File: config.mk
export PLATFORM = sky130hd
export DESIGN_NAME = protein_cleavage_digester_flat
export DESIGN_NICKNAME = d
export VERILOG_FILES = /design/src/hw/rtl/pcd_pkg.sv /design/src/hw/rtl/pcd_req_if.sv /design/src/hw/rtl/pcd_rsp_if.sv /design/src/hw/rtl/protein_cleavage_digester.sv /design/src/flat_wrapper.sv
export VERILOG_INCLUDE_DIRS = /design/src /design/src/hw/rtl
export SDC_FILE = /design/constraint.sdc
export NUM_CORES = 1
export LEC_CHECK = 0
export BUFFER_PORTS_ARGS = -buffer_cell sky130_fd_sc_hd__buf_4
export CORE_MARGIN = 10
export CORE_UTILIZATION = 44
export DETAILED_ROUTE_END_ITERATION = 6
export HOLD_SLACK_MARGIN = 0.12
export SLEW_MARGIN = 20
export SYNTH_ARGS = -nofsm -noshare
export SYNTH_HDL_FRONTEND = slang
export SYNTH_SLANG_ARGS = --single-unit
File: constraint.sdc
create_clock -name clock -period 8 [get_ports clock]
set_input_delay 0.4 -clock clock [delete_from_list [all_inputs] [get_ports clock]]
set_output_delay 0.4 -clock clock [all_outputs]
set_load 0.02 [all_outputs]
File: src/hw/rtl/protein_cleavage_digester_macros.svh
// Assertion macros for the cleavage digester.
`ifndef PROTEIN_CLEAVAGE_DIGESTER_MACROS_SVH
`define PROTEIN_CLEAVAGE_DIGESTER_MACROS_SVH

`ifndef SYNTH
`define PCD_ASSERT_ALWAYS(label, clk, rst, cond) \
   label: assert property (@(posedge clk) disable iff (rst) (cond)) \
      else $error("pcd: invariant violated");
`define PCD_ASSERT_NEXT(label, clk, rst, ante, cons) \
   label: assert property (@(posedge clk) disable iff (rst) (ante) |=> (cons)) \
      else $error("pcd: next-cycle check failed");
`else
`define PCD_ASSERT_ALWAYS(label, clk, rst, cond)
`define PCD_ASSERT_NEXT(label, clk, rst, ante, cons)
`endif

`endif

File: src/hw/rtl/pcd_pkg.sv
package pcd_pkg;

   localparam int RES_W      = 8;
   localparam int IDX_W      = 16;
   localparam int MASK_W     = 26;
   localparam int CSR_IDX_W  = 3;
   localparam int CSR_DATA_W = 26;

   localparam int MAX_PROTEIN_LEN = 65535;
   localparam logic [IDX_W-1:0] LAST_POSITION = IDX_W'(MAX_PROTEIN_LEN - 1);

   localparam int FIFO_DEPTH = 4;
   localparam int FIFO_PTR_W = 2;
   localparam int FIFO_CNT_W = 3;

   localparam logic [RES_W-1:0] TERMINAL_MARK = 8'h2A;  // '*'
   localparam logic [RES_W-1:0] CHAR_A = 8'h41;
   localparam logic [RES_W-1:0] CHAR_B = 8'h42;
   localparam logic [RES_W-1:0] CHAR_I = 8'h49;
   localparam logic [RES_W-1:0] CHAR_J = 8'h4A;
   localparam logic [RES_W-1:0] CHAR_L = 8'h4C;
   localparam logic [RES_W-1:0] CHAR_O = 8'h4F;
   localparam logic [RES_W-1:0] CHAR_U = 8'h55;
   localparam logic [RES_W-1:0] CHAR_X = 8'h58;
   localparam logic [RES_W-1:0] CHAR_Z = 8'h5A;

   typedef enum logic [CSR_IDX_W-1:0] {
      CSR_NTERM_MASK,
      CSR_CTERM_MASK,
      CSR_MERGE_LEU,
      CSR_MIN_LEN,
      CSR_MAX_LEN
   } csr_index_type;

   typedef struct packed {
      logic [RES_W-1:0] residue;
      logic             final_residue;
   } req_payload_type;

   typedef struct packed {
      logic [IDX_W-1:0] start_index;
      logic [IDX_W-1:0] end_index;
      logic [IDX_W-1:0] peptide_length;
      logic [RES_W-1:0] prev_residue;
      logic [RES_W-1:0] first_residue;
      logic [RES_W-1:0] last_residue;
      logic [RES_W-1:0] post_residue;
      logic             kept;
      logic             protein_done;
   } rsp_payload_type;

   typedef struct packed {
      logic [IDX_W-1:0] start;
      logic [IDX_W-1:0] length;
      logic [RES_W-1:0] prev;
      logic [RES_W-1:0] first;
      logic [RES_W-1:0] last;
      logic             invalid;
   } peptide_type;

   localparam peptide_type CLEAR_PEPTIDE = '{
      start: '0, length: '0, prev: TERMINAL_MARK, first: '0, last: '0, invalid: 1'b0
   };

   function automatic logic is_bad_letter(input logic [RES_W-1:0] aa);
      return (aa == CHAR_B) || (aa == CHAR_J) || (aa == CHAR_O) ||
             (aa == CHAR_U) || (aa == CHAR_Z);
   endfunction

   function automatic rsp_payload_type make_rsp(
      input peptide_type      rec,
      input logic [RES_W-1:0] post,
      input logic             done,
      input logic [IDX_W-1:0] min_len,
      input logic [IDX_W-1:0] max_len
   );
      rsp_payload_type r;
      r.start_index    = rec.start;
      r.end_index      = IDX_W'(rec.start + rec.length - 1'b1);
      r.peptide_length = rec.length;
      r.prev_residue   = rec.prev;
      r.first_residue  = rec.first;
      r.last_residue   = rec.last;
      r.post_residue   = post;
      r.kept           = (rec.length >= min_len) && (rec.length <= max_len) && !rec.invalid;
      r.protein_done   = done;
      return r;
   endfunction

endpackage

File: src/hw/rtl/pcd_req_if.sv
interface pcd_req_if;
   import pcd_pkg::*;

   logic            valid;
   logic            ready;
   req_payload_type payload;

   modport source (output valid, output payload, input ready);
   modport sink   (input valid, input payload, output ready);
endinterface

File: src/hw/rtl/pcd_rsp_if.sv
interface pcd_rsp_if;
   import pcd_pkg::*;

   logic            valid;
   logic            ready;
   rsp_payload_type payload;

   modport source (output valid, output payload, input ready);
   modport sink   (input valid, input payload, output ready);
endinterface

File: src/hw/rtl/protein_cleavage_digester.sv
// Path: the input register, then the 4-entry result FIFO, then rsp_chan.
// Throughput: one residue per cycle while each residue closes at most one peptide and
//   rsp_chan is ready; a residue is taken only while the FIFO has room for two records,
//   and the records of a residue that closes two are drained by the single-record output port.
// Reset: synchronous, active high; clears the stream state and FIFO and loads
//   register defaults (masks 0, merge off, min 0, max 65535).
`include "protein_cleavage_digester_macros.svh"

module protein_cleavage_digester (
   input  logic                           clock,
   input  logic                           reset,
   pcd_req_if.sink                        req_chan,
   pcd_rsp_if.source                      rsp_chan,
   input  logic                           csr_write_en,
   input  logic [pcd_pkg::CSR_IDX_W-1:0]  csr_index,
   input  logic [pcd_pkg::CSR_DATA_W-1:0] csr_wdata
);
   import pcd_pkg::*;

   // ---------------------------------------------------------------- config
   logic [MASK_W-1:0] nterm_mask_ff;
   logic [MASK_W-1:0] cterm_mask_ff;
   logic              merge_ff;
   logic [IDX_W-1:0]  min_len_ff;
   logic [IDX_W-1:0]  max_len_ff;

   always_ff @(posedge clock) begin
      if (reset) begin
         nterm_mask_ff <= '0;
         cterm_mask_ff <= '0;
         merge_ff      <= 1'b0;
         min_len_ff    <= '0;
         max_len_ff    <= '1;
      end else if (csr_write_en) begin
         case (csr_index_type'(csr_index))
            CSR_NTERM_MASK: nterm_mask_ff <= csr_wdata[MASK_W-1:0];
            CSR_CTERM_MASK: cterm_mask_ff <= csr_wdata[MASK_W-1:0];
            CSR_MERGE_LEU:  merge_ff      <= csr_wdata[0];
            CSR_MIN_LEN:    min_len_ff    <= csr_wdata[IDX_W-1:0];
            CSR_MAX_LEN:    max_len_ff    <= csr_wdata[IDX_W-1:0];
            default:        ;  // unmapped index: ignored
         endcase
      end
   end

   // ---------------------------------------------------------------- input register
   logic             in_valid_ff, in_valid_in;
   req_payload_type  in_data_ff;
   logic             fire;

   assign req_chan.ready = !in_valid_ff || fire;
   assign in_valid_in    = req_chan.ready ? req_chan.valid : in_valid_ff;

   always_ff @(posedge clock) begin
      if (reset) begin
         in_valid_ff <= 1'b0;
      end else begin
         in_valid_ff <= in_valid_in;
      end
   end

   always_ff @(posedge clock) begin
      if (req_chan.ready && req_chan.valid) begin
         in_data_ff <= req_chan.payload;
      end
   end

   // ---------------------------------------------------------------- stream state
   logic [IDX_W-1:0] position_ff, position_in;
   logic [RES_W-1:0] prior_ff, prior_in;
   peptide_type      open_ff, open_in;
   peptide_type      held_ff, held_in;
   logic             held_valid_ff, held_valid_in;

   // ---------------------------------------------------------------- residue decode
   logic [RES_W-1:0] residue_m;     // after L/I merge
   logic             is_letter;
   logic [4:0]       letter_idx;
   logic             nt_hit, ct_hit;
   logic             is_last;
   logic             close_before;  // N-terminal cut with a non-empty open peptide
   logic             to_hold;       // C-terminal cut: park record until post residue

   always_comb begin
      residue_m = in_data_ff.residue;
      if (merge_ff && (in_data_ff.residue == CHAR_L || in_data_ff.residue == CHAR_I)) begin
         residue_m = CHAR_X;
      end
   end

   assign is_letter    = (residue_m >= CHAR_A) && (residue_m <= CHAR_Z);
   assign letter_idx   = 5'(residue_m - CHAR_A);
   assign nt_hit       = is_letter && nterm_mask_ff[letter_idx];
   assign ct_hit       = is_letter && cterm_mask_ff[letter_idx];
   // overlong proteins are cut off after MAX_PROTEIN_LEN residues (at position LAST_POSITION)
   assign is_last      = in_data_ff.final_residue || (position_ff >= LAST_POSITION);
   assign close_before = nt_hit && (open_ff.length != '0);
   assign to_hold      = ct_hit && !nt_hit && !is_last;

   // ---------------------------------------------------------------- peptide update
   peptide_type base_rec, grown_rec;
   peptide_type rec_a;      // held record, or peptide closed before this residue
   logic        rec_a_valid;

   always_comb begin
      base_rec = open_ff;
      if (close_before) begin
         base_rec.length  = '0;
         base_rec.invalid = 1'b0;
      end
      grown_rec = base_rec;
      if (base_rec.length == '0) begin
         grown_rec.start   = position_ff;
         grown_rec.first   = residue_m;
         grown_rec.prev    = prior_ff;
         grown_rec.invalid = 1'b0;
      end
      grown_rec.length = IDX_W'(base_rec.length + 1'b1);
      grown_rec.last   = residue_m;
      if (is_bad_letter(residue_m)) begin
         grown_rec.invalid = 1'b1;
      end
   end

   // A held record always leaves the open peptide empty, so a held record and an
   // N-terminal close never coincide: at most two records per residue.
   assign rec_a       = held_valid_ff ? held_ff : open_ff;
   assign rec_a_valid = held_valid_ff || close_before;

   always_comb begin
      position_in   = position_ff;
      prior_in      = prior_ff;
      open_in       = open_ff;
      held_in       = held_ff;
      held_valid_in = held_valid_ff;
      if (fire) begin
         if (is_last) begin
            position_in   = '0;
            prior_in      = TERMINAL_MARK;
            open_in       = CLEAR_PEPTIDE;
            held_in       = CLEAR_PEPTIDE;
            held_valid_in = 1'b0;
         end else begin
            position_in   = IDX_W'(position_ff + 1'b1);
            prior_in      = residue_m;
            open_in       = grown_rec;
            held_valid_in = to_hold;
            if (to_hold) begin
               held_in         = grown_rec;
               open_in.length  = '0;
               open_in.invalid = 1'b0;
            end
         end
      end
   end

   always_ff @(posedge clock) begin
      if (reset) begin
         position_ff   <= '0;
         prior_ff      <= TERMINAL_MARK;
         open_ff       <= CLEAR_PEPTIDE;
         held_ff       <= CLEAR_PEPTIDE;
         held_valid_ff <= 1'b0;
      end else begin
         position_ff   <= position_in;
         prior_ff      <= prior_in;
         open_ff       <= open_in;
         held_ff       <= held_in;
         held_valid_ff <= held_valid_in;
      end
   end

   // ---------------------------------------------------------------- result FIFO
   rsp_payload_type              fifo_ff [FIFO_DEPTH];
   rsp_payload_type              fifo_in [FIFO_DEPTH];
   logic [FIFO_PTR_W-1:0]        wr_ptr_ff, wr_ptr_in;
   logic [FIFO_PTR_W-1:0]        rd_ptr_ff, rd_ptr_in;
   logic [FIFO_CNT_W-1:0]        cnt_ff, cnt_in;
   logic [FIFO_PTR_W-1:0]        wr_ptr_nx;
   logic [1:0]                   push_cnt;
   logic                         pop;
   rsp_payload_type              rsp_a, rsp_b, entry0;

   // process only with room for two records, whatever this residue produces
   assign fire = in_valid_ff && (cnt_ff <= FIFO_CNT_W'(FIFO_DEPTH - 2));

   assign rsp_a  = make_rsp(rec_a, residue_m, 1'b0, min_len_ff, max_len_ff);
   assign rsp_b  = make_rsp(grown_rec, TERMINAL_MARK, 1'b1, min_len_ff, max_len_ff);
   assign entry0 = rec_a_valid ? rsp_a : rsp_b;

   assign push_cnt  = fire ? (2'(rec_a_valid) + 2'(is_last)) : 2'd0;
   assign pop       = rsp_chan.valid && rsp_chan.ready;
   assign wr_ptr_nx = FIFO_PTR_W'(wr_ptr_ff + 1'b1);

   always_comb begin
      for (int i = 0; i < FIFO_DEPTH; i++) begin
         fifo_in[i] = fifo_ff[i];
         if ((push_cnt != 2'd0) && (FIFO_PTR_W'(i) == wr_ptr_ff)) begin
            fifo_in[i] = entry0;
         end
         if ((push_cnt == 2'd2) && (FIFO_PTR_W'(i) == wr_ptr_nx)) begin
            fifo_in[i] = rsp_b;
         end
      end
   end

   assign wr_ptr_in = FIFO_PTR_W'(wr_ptr_ff + push_cnt);
   assign rd_ptr_in = FIFO_PTR_W'(rd_ptr_ff + pop);
   assign cnt_in    = FIFO_CNT_W'(cnt_ff + FIFO_CNT_W'(push_cnt) - FIFO_CNT_W'(pop));

   always_ff @(posedge clock) begin
      fifo_ff <= fifo_in;
   end

   always_ff @(posedge clock) begin
      if (reset) begin
         wr_ptr_ff <= '0;
         rd_ptr_ff <= '0;
         cnt_ff    <= '0;
      end else begin
         wr_ptr_ff <= wr_ptr_in;
         rd_ptr_ff <= rd_ptr_in;
         cnt_ff    <= cnt_in;
      end
   end

   assign rsp_chan.valid   = (cnt_ff != '0);
   assign rsp_chan.payload = fifo_ff[rd_ptr_ff];

   // ---------------------------------------------------------------- checks
   `PCD_ASSERT_ALWAYS(a_fifo_bound, clock, reset, cnt_ff <= FIFO_CNT_W'(FIFO_DEPTH))
   `PCD_ASSERT_ALWAYS(a_held_empty_open, clock, reset, !held_valid_ff || (open_ff.length == '0))
   `PCD_ASSERT_NEXT(a_end_clears, clock, reset, fire && is_last, (position_ff == '0) && !held_valid_ff && (open_ff.length == '0))

endmodule
File: src/flat_wrapper.sv
// flat-port wrapper written by rule: the top's interface ports become plain ports
module protein_cleavage_digester_flat import pcd_pkg::*;
  (clock, reset, csr_write_en, csr_index, csr_wdata, req_chan_valid, req_chan_payload, req_chan_ready, rsp_chan_valid, rsp_chan_payload, rsp_chan_ready);
  pcd_req_if req_chan_i ();
  pcd_rsp_if rsp_chan_i ();
  input  logic clock;
  input  logic reset;
  input  logic csr_write_en;
  input  logic [pcd_pkg::CSR_IDX_W-1:0] csr_index;
  input  logic [pcd_pkg::CSR_DATA_W-1:0] csr_wdata;
  input wire logic [$bits(req_chan_i.valid)-1:0] req_chan_valid;
  input wire logic [$bits(req_chan_i.payload)-1:0] req_chan_payload;
  output wire logic [$bits(req_chan_i.ready)-1:0] req_chan_ready;
  output wire logic [$bits(rsp_chan_i.valid)-1:0] rsp_chan_valid;
  output wire logic [$bits(rsp_chan_i.payload)-1:0] rsp_chan_payload;
  input wire logic [$bits(rsp_chan_i.ready)-1:0] rsp_chan_ready;
  assign req_chan_i.valid = req_chan_valid;
  assign req_chan_i.payload = req_chan_payload;
  assign req_chan_ready = req_chan_i.ready;
  assign rsp_chan_valid = rsp_chan_i.valid;
  assign rsp_chan_payload = rsp_chan_i.payload;
  assign rsp_chan_i.ready = rsp_chan_ready;
  protein_cleavage_digester u_core (.clock(clock), .reset(reset), .req_chan(req_chan_i), .rsp_chan(rsp_chan_i), .csr_write_en(csr_write_en), .csr_index(csr_index), .csr_wdata(csr_wdata));
endmodule
# Word-level counts from Yosys, hierarchy flattened

Cells that the tools add are included.

Register bits: 569
Output and inout port bits: 84
Input port bits: 43
Word-level logic and storage cells: 190

Multiplexer cells: 33
Bitwise logic cells: 1
Eq/ne operators: 18
Reductions and logical operators: 53
Magnitude comparators: 10
Add/sub/neg operators: 13

Operators by type and width:

| kind                                                                                | count |
|---|---|
| 82-bit two-way mux                                                                  | 11 |
| 57-bit two-way mux                                                                  | 4 |
| 82-bit binary-select mux with 2-bit select                                          | 1 |
| 16-bit two-way mux                                                                  | 5 |
| 8-bit by 7-bit equality test with 1-bit output, second input constant               | 7 |
| 16-bit by 1-bit adder with 16-bit output, second input constant                     | 2 |
| 16-bit adder                                                                        | 2 |
| 16-bit greater-or-equal comparator                                                  | 2 |
| 16-bit less-or-equal comparator                                                     | 2 |
| 16-bit by 1-bit subtractor with 16-bit output, second input constant                | 2 |
| 1-bit logical AND                                                                   | 22 |
| 16-bit greater-or-equal comparator, second input constant                           | 1 |
| 16-bit logical NOT                                                                  | 1 |
| 8-bit two-way mux                                                                   | 2 |
| 16-bit nonzero test                                                                 | 1 |
| 2-bit AND reduction                                                                 | 6 |
| 2-bit nonzero test                                                                  | 6 |
| 1-bit binary-select mux with 5-bit select                                           | 2 |
| 2-bit equality test, first input constant                                           | 4 |
| 8-bit by 7-bit greater-or-equal comparator with 1-bit output, second input constant | 1 |
| 8-bit by 7-bit less-or-equal comparator with 1-bit output, second input constant    | 1 |
| 1-bit logical OR                                                                    | 8 |
| 1-bit two-way mux                                                                   | 7 |
| 3-bit by 2-bit equality test with 1-bit output, second input constant               | 2 |
| other kinds (20)                                                                    | 26 |

# Logic depth before layout (Yosys ltp)

Gate-level depths: netlist of run 1.

Word-level depth: 18
Mapped depth: 39
Depth with buffers taken out: 31

# Worst setup path after synthesis of run 1

Ideal clock, no wire load.

Path type: reg-to-reg
Start: register u_core.in_data_ff[6] in the netlist's numbering
End: register u_core.fifo_ff[65] in the netlist's numbering, data pin
Path buffers: 7
Setup slack: -0.400 ns
Arrival time: 8.126 ns
Clock period less this slack: 8.400 ns
Stages on the path, launching flop included: 39
Library setup time: 0.274 ns
Required time: 7.726 ns
Cell sequence: edfxtp_1 -> or3b_1 -> or3_1 -> buf_2 -> and2_4 -> clkinv_2 -> buf_12 -> buf_4 -> clkbuf_1 -> ha_1 -> nor3b_1 -> xnor2_1 -> and2_1 -> o32a_1 -> o221a_1 -> a211o_1 -> buf_1 -> nand3_1 -> [... 3 more ...] -> buf_4 -> buf_8 -> mux2i_1 -> ha_1 -> inv_1 -> ha_1 -> fa_1 -> a21o_1 -> a21oi_1 -> nor2b_1 -> o211a_1 -> o21ai_0 -> a21oi_1 -> o41ai_1 -> o21a_1 -> nor3_1 -> nor2_1 -> o221ai_1

RTL lines:

| what                     | RTL line                         | source |
|---|---|---|
| start: declaration       | protein_cleavage_digester.sv:48  | `req_payload_type in_data_ff;` |
| start signal: assignment | protein_cleavage_digester.sv:64  | `in_data_ff <= req_chan.payload;` |
| end signal: assignment   | protein_cleavage_digester.sv:212 | `fifo_ff <= fifo_in;` |
| end: declaration         | protein_cleavage_digester.sv:174 | `rsp_payload_type fifo_ff [FIFO_DEPTH];` |

==> results of run 1 <==
==> sequential cells by signal, summed over array words and instances, names as in the netlist, 2 cells and up <==
register	flops
u_core.base_rec	40
u_core.cnt_ff	3
u_core.cterm_mask_ff	26
u_core.fifo_ff	328
u_core.held_ff	57
u_core.in_data_ff	9
u_core.max_len_ff	16
u_core.min_len_ff	16
u_core.nterm_mask_ff	26
u_core.open_ff	17
u_core.position_ff	16
u_core.prior_ff	3
u_core.rd_ptr_ff	2
u_core.wr_ptr_ff	2
==> stage by stage <==
| stage | instances | instance area, um2 | power (mW) |
|---|---|---|---|
| 2_1_floorplan | 2736 | 29100 | 4.31 |
| 3_5_place_dp | 3631 | 31100 | 4.96 |
| 4_1_cts | 3783 | 33500 | 7.82 |
| 6_report | 3785 | 33600 | 7.77 |
| 3_3_place_gp | 3631 | 31100 | 4.93 |
| 5_1_grt | 3785 | 33600 | 8.04 |
==> critical path: cells and delay by family (launching register included) <==
family	cells	cell delay (ns)
adders and majority gates	4	1.11
DFF	1	0.37
buffers and inverters	5	0.59
and+or+nand+nor	9	1.93
muxes	1	0.08
AOI/OAI and AO/OA	13	3.05
xor gates and xnor gates	1	0.10
==> metal layers <==
metal / vias to the layer above / global-route usage, % / part of all wire, %
li1: 10396 / - / -
met1: 11286 / 31.0 / 41
met2: 1100 / 39.2 / 47
met3: 201 / 4.02 / 7.9
met4: 2 / 10.0 / 4.2
met5: - / 0 / 0.0074
==> layout make-up <==
class	instances	share of cell area, %
well taps	864	3.22
inverters	180	2.03
flip-flops and latches	564	42.7
multi-input cells	1803	39.8
repair buffers	258	6.19
clock buffers	89	5.35
clock inverters	27	0.716
==> how the worst max path moves through the flow <==
| stage | slack [ns] | depth (start not counted) | endpoint | start |
|---|---|---|---|---|
| 2_1_floorplan | 0.02 | 37 | u_core.fifo_ff[65]$_DFFE_PP_ | u_core.in_data_ff[6]$_DFFE_PP_ |
| 3_3_place_gp | 0.41 | 32 | u_core.fifo_ff[65]$_DFFE_PP_ | u_core.in_data_ff[8]$_DFFE_PP_ |
| 3_5_place_dp | 0.23 | 32 | u_core.fifo_ff[65]$_DFFE_PP_ | u_core.in_data_ff[8]$_DFFE_PP_ |
| 4_1_cts | 0.17 | 32 | u_core.fifo_ff[65]$_DFFE_PP_ | u_core.in_data_ff[8]$_DFFE_PP_ |
| 5_1_grt | 0.02 | 33 | u_core.fifo_ff[65]$_DFFE_PP_ | u_core.in_data_ff[8]$_DFFE_PP_ |
| 6_report | 0.46 | 33 | u_core.fifo_ff[65]$_DFFE_PP_ | u_core.in_data_ff[8]$_DFFE_PP_ |
==> repair_timing <==
action | in CTS | in global routing
hold buffers | 36 | 0
hold endpoints to repair | 95 | 0
setup buffers | 0 | 2
endpoints found under the setup margin | 0 | 12
gates resized for setup | 0 | 5
==> cells by family after synthesis <==
logic type      synth area share (%)
compound gates                  15.9
xor+xnor                        1.99
fa+ha+maj                       6.06
buf+inv                         5.03
flops                           49.2
mux                             11.7
simple gates                    10.1
==> power by group <==
part	leakage, nW	internal [mW]	switching (mW)
sequential	4.87	3.12	0.0929
combinational	6.76	0.709	0.973
clock	1.02	1.65	1.22
total	12.6	5.49	2.28
==> cells in the final DEF, fill, tap and decap left out, drive strengths merged, types with 4 or more instances in the layout <==
| cell | n |
|---|---|
| o31ai | 4 |
| dfxtp | 263 |
| nor2 | 193 |
| a21oi | 151 |
| clkinv | 29 |
| a21o | 30 |
| o21a | 16 |
| o211ai | 7 |
| xor2 | 29 |
| a22o | 60 |
| and3 | 15 |
| nand3b | 17 |
| o21bai | 8 |
| dlygate4sd3 | 36 |
| o21ai | 101 |
| nand4 | 13 |
| mux2i | 109 |
| a22oi | 79 |
| ha | 136 |
| nand2 | 294 |
| and2 | 11 |
| o22a | 4 |
| buf | 222 |
| o22ai | 218 |
| nor3 | 21 |
| mux2 | 20 |
| clkbuf | 89 |
| a31oi | 5 |
| nand3 | 40 |
| inv | 174 |
| mux4 | 87 |
| or3 | 5 |
| nand2b | 11 |
| xnor2 | 37 |
| a211oi | 8 |
| nor2b | 14 |
| or2 | 10 |
| edfxtp | 301 |
| nor4 | 10 |
==> results.json, run 1 <==
{
  "grt_overflow": 0,
  "dr.pass1.iters": 6,
  "crit_slowest_cell": "fa_1",
  "antenna_left": 0,
  "crit_required_ns": 8.37,
  "fin_crit_sh_pct": 94.2,
  "fin_crit_ns": 7.54,
  "maxSlewHeadroom_pct": 23.4,
  "start_util_pct": 44.3,
  "synth_nets": 2918,
  "finalWirelength_um": 95100,
  "rsz0062_at_grt": "false",
  "fin_tns_setup_ns": 0,
  "drt-vias-per-instance": 6.07,
  "clock_skew_ns": 0.0202,
  "critPathCaptureType": "flip-flop",
  "synth_area_mm2": 0.0291,
  "holdPathEnd": "u_core.merge_ff$_SDFFE_PP0P_",
  "synthArstFlopShare_pct": 0,
  "synth.most_common_cell": "edfxtp_1",
  "arrival_ns": 7.91,
  "critPathKind": "reg2reg",
  "drt_iter0_drc": 2210,
  "crit_path_max_fanout": 8,
  "whs_ns": 0.185,
  "setup_viol": 0,
  "io_buffers": 126,
  "multi_input_comb_area_mm2": 0.0134,
  "clock_sinks": 564,
  "power_density_mw_per_mm2": 231,
  "grt.total_usage_pct": 24.0,
  "pre_cts_ws_ns": 0.231,
  "synth.top_cell.area_share_pct": 31.1,
  "grt_pass1_wl_um": 144000,
  "core_area_mm2": 0.0656,
  "fp-row-count": 94,
  "drc": 0,
  "clk_latency_ns": 0.65,
  "nets": 3050,
  "fin_util_pct": 51.1,
  "r2r_cells": 33,
  "ys_ff_latch": 564,
  "p_leak_nw": 12.6,
  "cp-start-kind": "flip-flop",
  "synth.top_cells.by_count": "edfxtp_1 (301), nand2_1 (294), dfxtp_1 (263)",
  "clockBufferDepth": 3,
  "yosys.cell_types.count": 81,
  "tightestPinTransition_ns": 1.15,
  "area_delta_synth_final_pct": 15.5,
  "register_area_mm2": 0.0143,
  "die_w_um": 277,
  "cts_tree": "done",
  "syn_avg_cell_area_um2": 10.6,
  "max_stage_delay_ns": 0.46,
  "fin_ws_ns": 0.461,
  "yosys_most_used_dff": "edfxtp_1",
  "seq_area_frac_synth_pct": 49.2,
  "finalHoldViolations": 0,
  "r2r-end": "u_core.fifo_ff[65]$_DFFE_PP_",
  "cpMostUsedCell": "ha_1",
  "max_freq_ghz": 0.133,
  "drive_gt1_share_pct": 16.3,
  "grt_pass1_vias": 23020,
  "reg2reg_slack_ns": 0.46,
  "dieArea_mm2": 0.0767,
  "hold_start": "csr_index[0]",
  "pin_count": 127,
  "synth_top_area_cell": "edfxtp_1",
  "grt_max_degree": 188,
  "routedWlPerCell_um": 25.1,
  "hp-class": "in2reg",
  "numCtsBuffers": 61,
  "status": "completed",
  "hold_depth": 4,
  "path_clk_slew_ns": 0.06,
  "synth_cells": 2736,
  "diodes": 0,
  "cap_violations": 0,
  "die_height_um": 277,
  "vias": 22985,
  "nFillCells": 5895,
  "ir_worst_vdd_v": 0.000172,
  "synth-edff-count": 301,
  "synth.top_cells.by_area": "edfxtp_1 (31%), dfxtp_1 (18%), mux4_2 (6.7%), ha_1 (5.9%), o22ai_1 (4.7%)",
  "synth_warnings": 0,
  "rr_startpoint": "u_core.in_data_ff[8]$_DFFE_PP_",
  "final_max_slew_viol_count": 0,
  "dp_hpwl_um": 63900,
  "antenna_found_initial": 1,
  "place_congestion": 0.867,
  "htreeDepth": 2,
  "root_buffer": "clkbuf_16"
}
No activity file was read; power rests on OpenSTA's default activity.
==> run 2: changes to the inputs <==
--- a/config.mk
+++ b/config.mk
@@ -8,9 +8,10 @@
 export LEC_CHECK = 0
 export BUFFER_PORTS_ARGS = -buffer_cell sky130_fd_sc_hd__buf_4
 export CORE_MARGIN = 10
-export CORE_UTILIZATION = 44
+export CORE_UTILIZATION = 56
 export DETAILED_ROUTE_END_ITERATION = 6
 export HOLD_SLACK_MARGIN = 0.12
+export PLACE_DENSITY = 0.76
 export SLEW_MARGIN = 20
 export SYNTH_ARGS = -nofsm -noshare
 export SYNTH_HDL_FRONTEND = slang
==> run 2 against run 1 <==
  * Setup slack lost 0.099 ns
  * Sequential power is essentially flat
  * Critical path depth is the same
  * Core utilization grew 13 points
  * Worst hold slack gained 0.021 ns
  * Clock skew grew 0.0084 ns
  * Fmax shrank 1.3%
  * Die area shrank 20%
  * First-iteration DRC count grew 29%
  * Flip-flop and latch count is the same
  * Critical path type unchanged
  * Critical endpoint unchanged
  * Largest cell class unchanged
==> results.json, run 2 (synthesis gave the netlist of run 1 again) <==
{
  "routedWlPerCell_um": 24.7,
  "maxSlewHeadroom_pct": 21.3,
  "p_sw_share_pct": 29.2,
  "fin_tns_setup_ns": 0,
  "numCtsBuffers": 58,
  "drt-vias-per-instance": 6.54,
  "crit_required_ns": 8.36,
  "area_delta_synth_final_pct": 13.7,
  "die_height_um": 248,
  "setup_viol": 0,
  "finalWirelength_um": 88300,
  "clock_skew_ns": 0.0286,
  "status": "completed",
  "critPathCaptureType": "flip-flop",
  "dr.pass1.iters": 6,
  "max_freq_ghz": 0.131,
  "drt_iter0_drc": 2850,
  "arrival_ns": 8.00,
  "nets": 3032,
  "htreeDepth": 2,
  "fp-row-count": 83,
  "crit_family": "compound AO/OA/AOI/OAI gates",
  "rr_startpoint": "u_core.in_data_ff[8]$_DFFE_PP_",
  "power_density_mw_per_mm2": 228,
  "largest_register": "u_core.fifo_ff",
  "grt_pass1_wl_um": 134000,
  "pin_count": 127,
  "fin_util_pct": 64.4,
  "seq_power_share_pct": 43.1,
  "max_stage_delay_ns": 0.46,
  "worst-path-buf-inv": 5,
  "clock_sinks": 564,
  "antenna_found_initial": 1,
  "root_buffer": "clkbuf_16",
  "intPower_mw": 5.33,
  "grt.total_usage_pct": 28.1,
  "diodes": 0,
  "core_area_mm2": 0.0513,
  "dieArea_mm2": 0.0614,
  "ir_worst_vdd_v": 0.000214,
  "layout_common_cells": "edfxtp_1 (301), nand2_1 (293), dfxtp_1 (260), o22ai_1 (217), buf_4 (204)",
  "hold_start": "reset",
  "final_cells": 3579,
  "finalHoldViolations": 0,
  "largest_reg_flops": 328,
  "die_w_um": 248,
  "fin_crit_sh_pct": 95.5,
  "cts_tree": "done",
  "hp-class": "in2reg",
  "clkPwrFrac_pct": 35.3,
  "fin_crit_ns": 7.64,
  "final_common_cell": "edfxtp_1",
  "clk_latency_ns": 0.65,
  "grt_pass1_vias": 23024,
  "dp_hpwl_um": 58200,
  "start_util_pct": 56.6,
  "drc": 0,
  "cpMostUsedCell": "ha_1",
  "drive_gt1_share_pct": 15.6,
  "crit_slowest_cell": "fa_1",
  "grt_max_degree": 87,
  "clockBufferDepth": 3,
  "place_congestion": 0.953,
  "critPathKind": "reg2reg",
  "path_clk_slew_ns": 0.06,
  "grt_overflow": 0,
  "final_max_slew_viol_count": 0,
  "placed_cells": 3431,
  "p_leak_nw": 12.5,
  "cp-start-kind": "flip-flop",
  "cap_violations": 0,
  "antenna_left": 0,
  "vias": 23424,
  "crit_path_max_fanout": 6,
  "io_buffers": 126,
  "comb_power_share_pct": 21.5,
  "tightestPinTransition_ns": 1.18,
  "reg2reg_slack_ns": 0.36,
  "whs_ns": 0.206,
  "crit_start": "u_core.in_data_ff[8]$_DFFE_PP_",
  "switchingPower_mw": 2.20,
  "pre_cts_ws_ns": 0.0693,
  "fin_ws_ns": 0.361
}
[run 2: final cells by class]
cell class                      instances  area [um2]
Fill cell                            3983       18200
Sequential cell                       564       14300
Multi-Input combinational cell       1803       13400
Timing Repair Buffer                  243        1950
Clock buffer                           87        1650
Tap cell                              680         851
Inverter                              180         677
Clock inverter                         22         213
[run 2: final timing paths]
kind,cells past startpoint,end
max,33,u_core.fifo_ff[65]$_DFFE_PP_
min,2,u_core.cterm_mask_ff[4]$_SDFFE_PP0P_
max reg2reg,33,u_core.fifo_ff[65]$_DFFE_PP_
min reg2reg,2,u_core.held_ff[7]$_SDFFE_PP0P_
[run 2: repair_timing]
| item | 4_1_cts | 5_1_grt |
|---|---|---|
| setup buffers | 0 | 3 |
| endpoints found under the setup margin | 0 | 14 |
| hold buffers | 36 | 0 |
| hold endpoints to repair | 95 | 0 |
| gates resized for setup | 0 | 6 |
[run 2: through the flow]
| stage | area [um2] | power, mW |
|---|---|---|
| floorplan | 29100 | 4.31 |
| global placement | 30800 | 4.86 |
| detailed placement | 30800 | 4.90 |
| CTS | 33000 | 7.52 |
| global route | 33100 | 7.75 |
| finish | 33100 | 7.52 |
[run 2: power groups by stage]
stage	Sequential (mW)	Clock (mW)	Combinational, mW
2_1_floorplan	3.22	0	1.10
3_3_place_gp	3.30	0	1.57
3_5_place_dp	3.31	0	1.59
4_1_cts	3.24	2.67	1.61
5_1_grt	3.26	2.78	1.72
6_report	3.24	2.66	1.62
[run 2: layer usage]
metal  share of wire (%)  GRT usage [%]
met4                 4.1           12.6
met1                  38           36.8
met5                   0              0
met2                  46           44.9
met3                  11           5.39
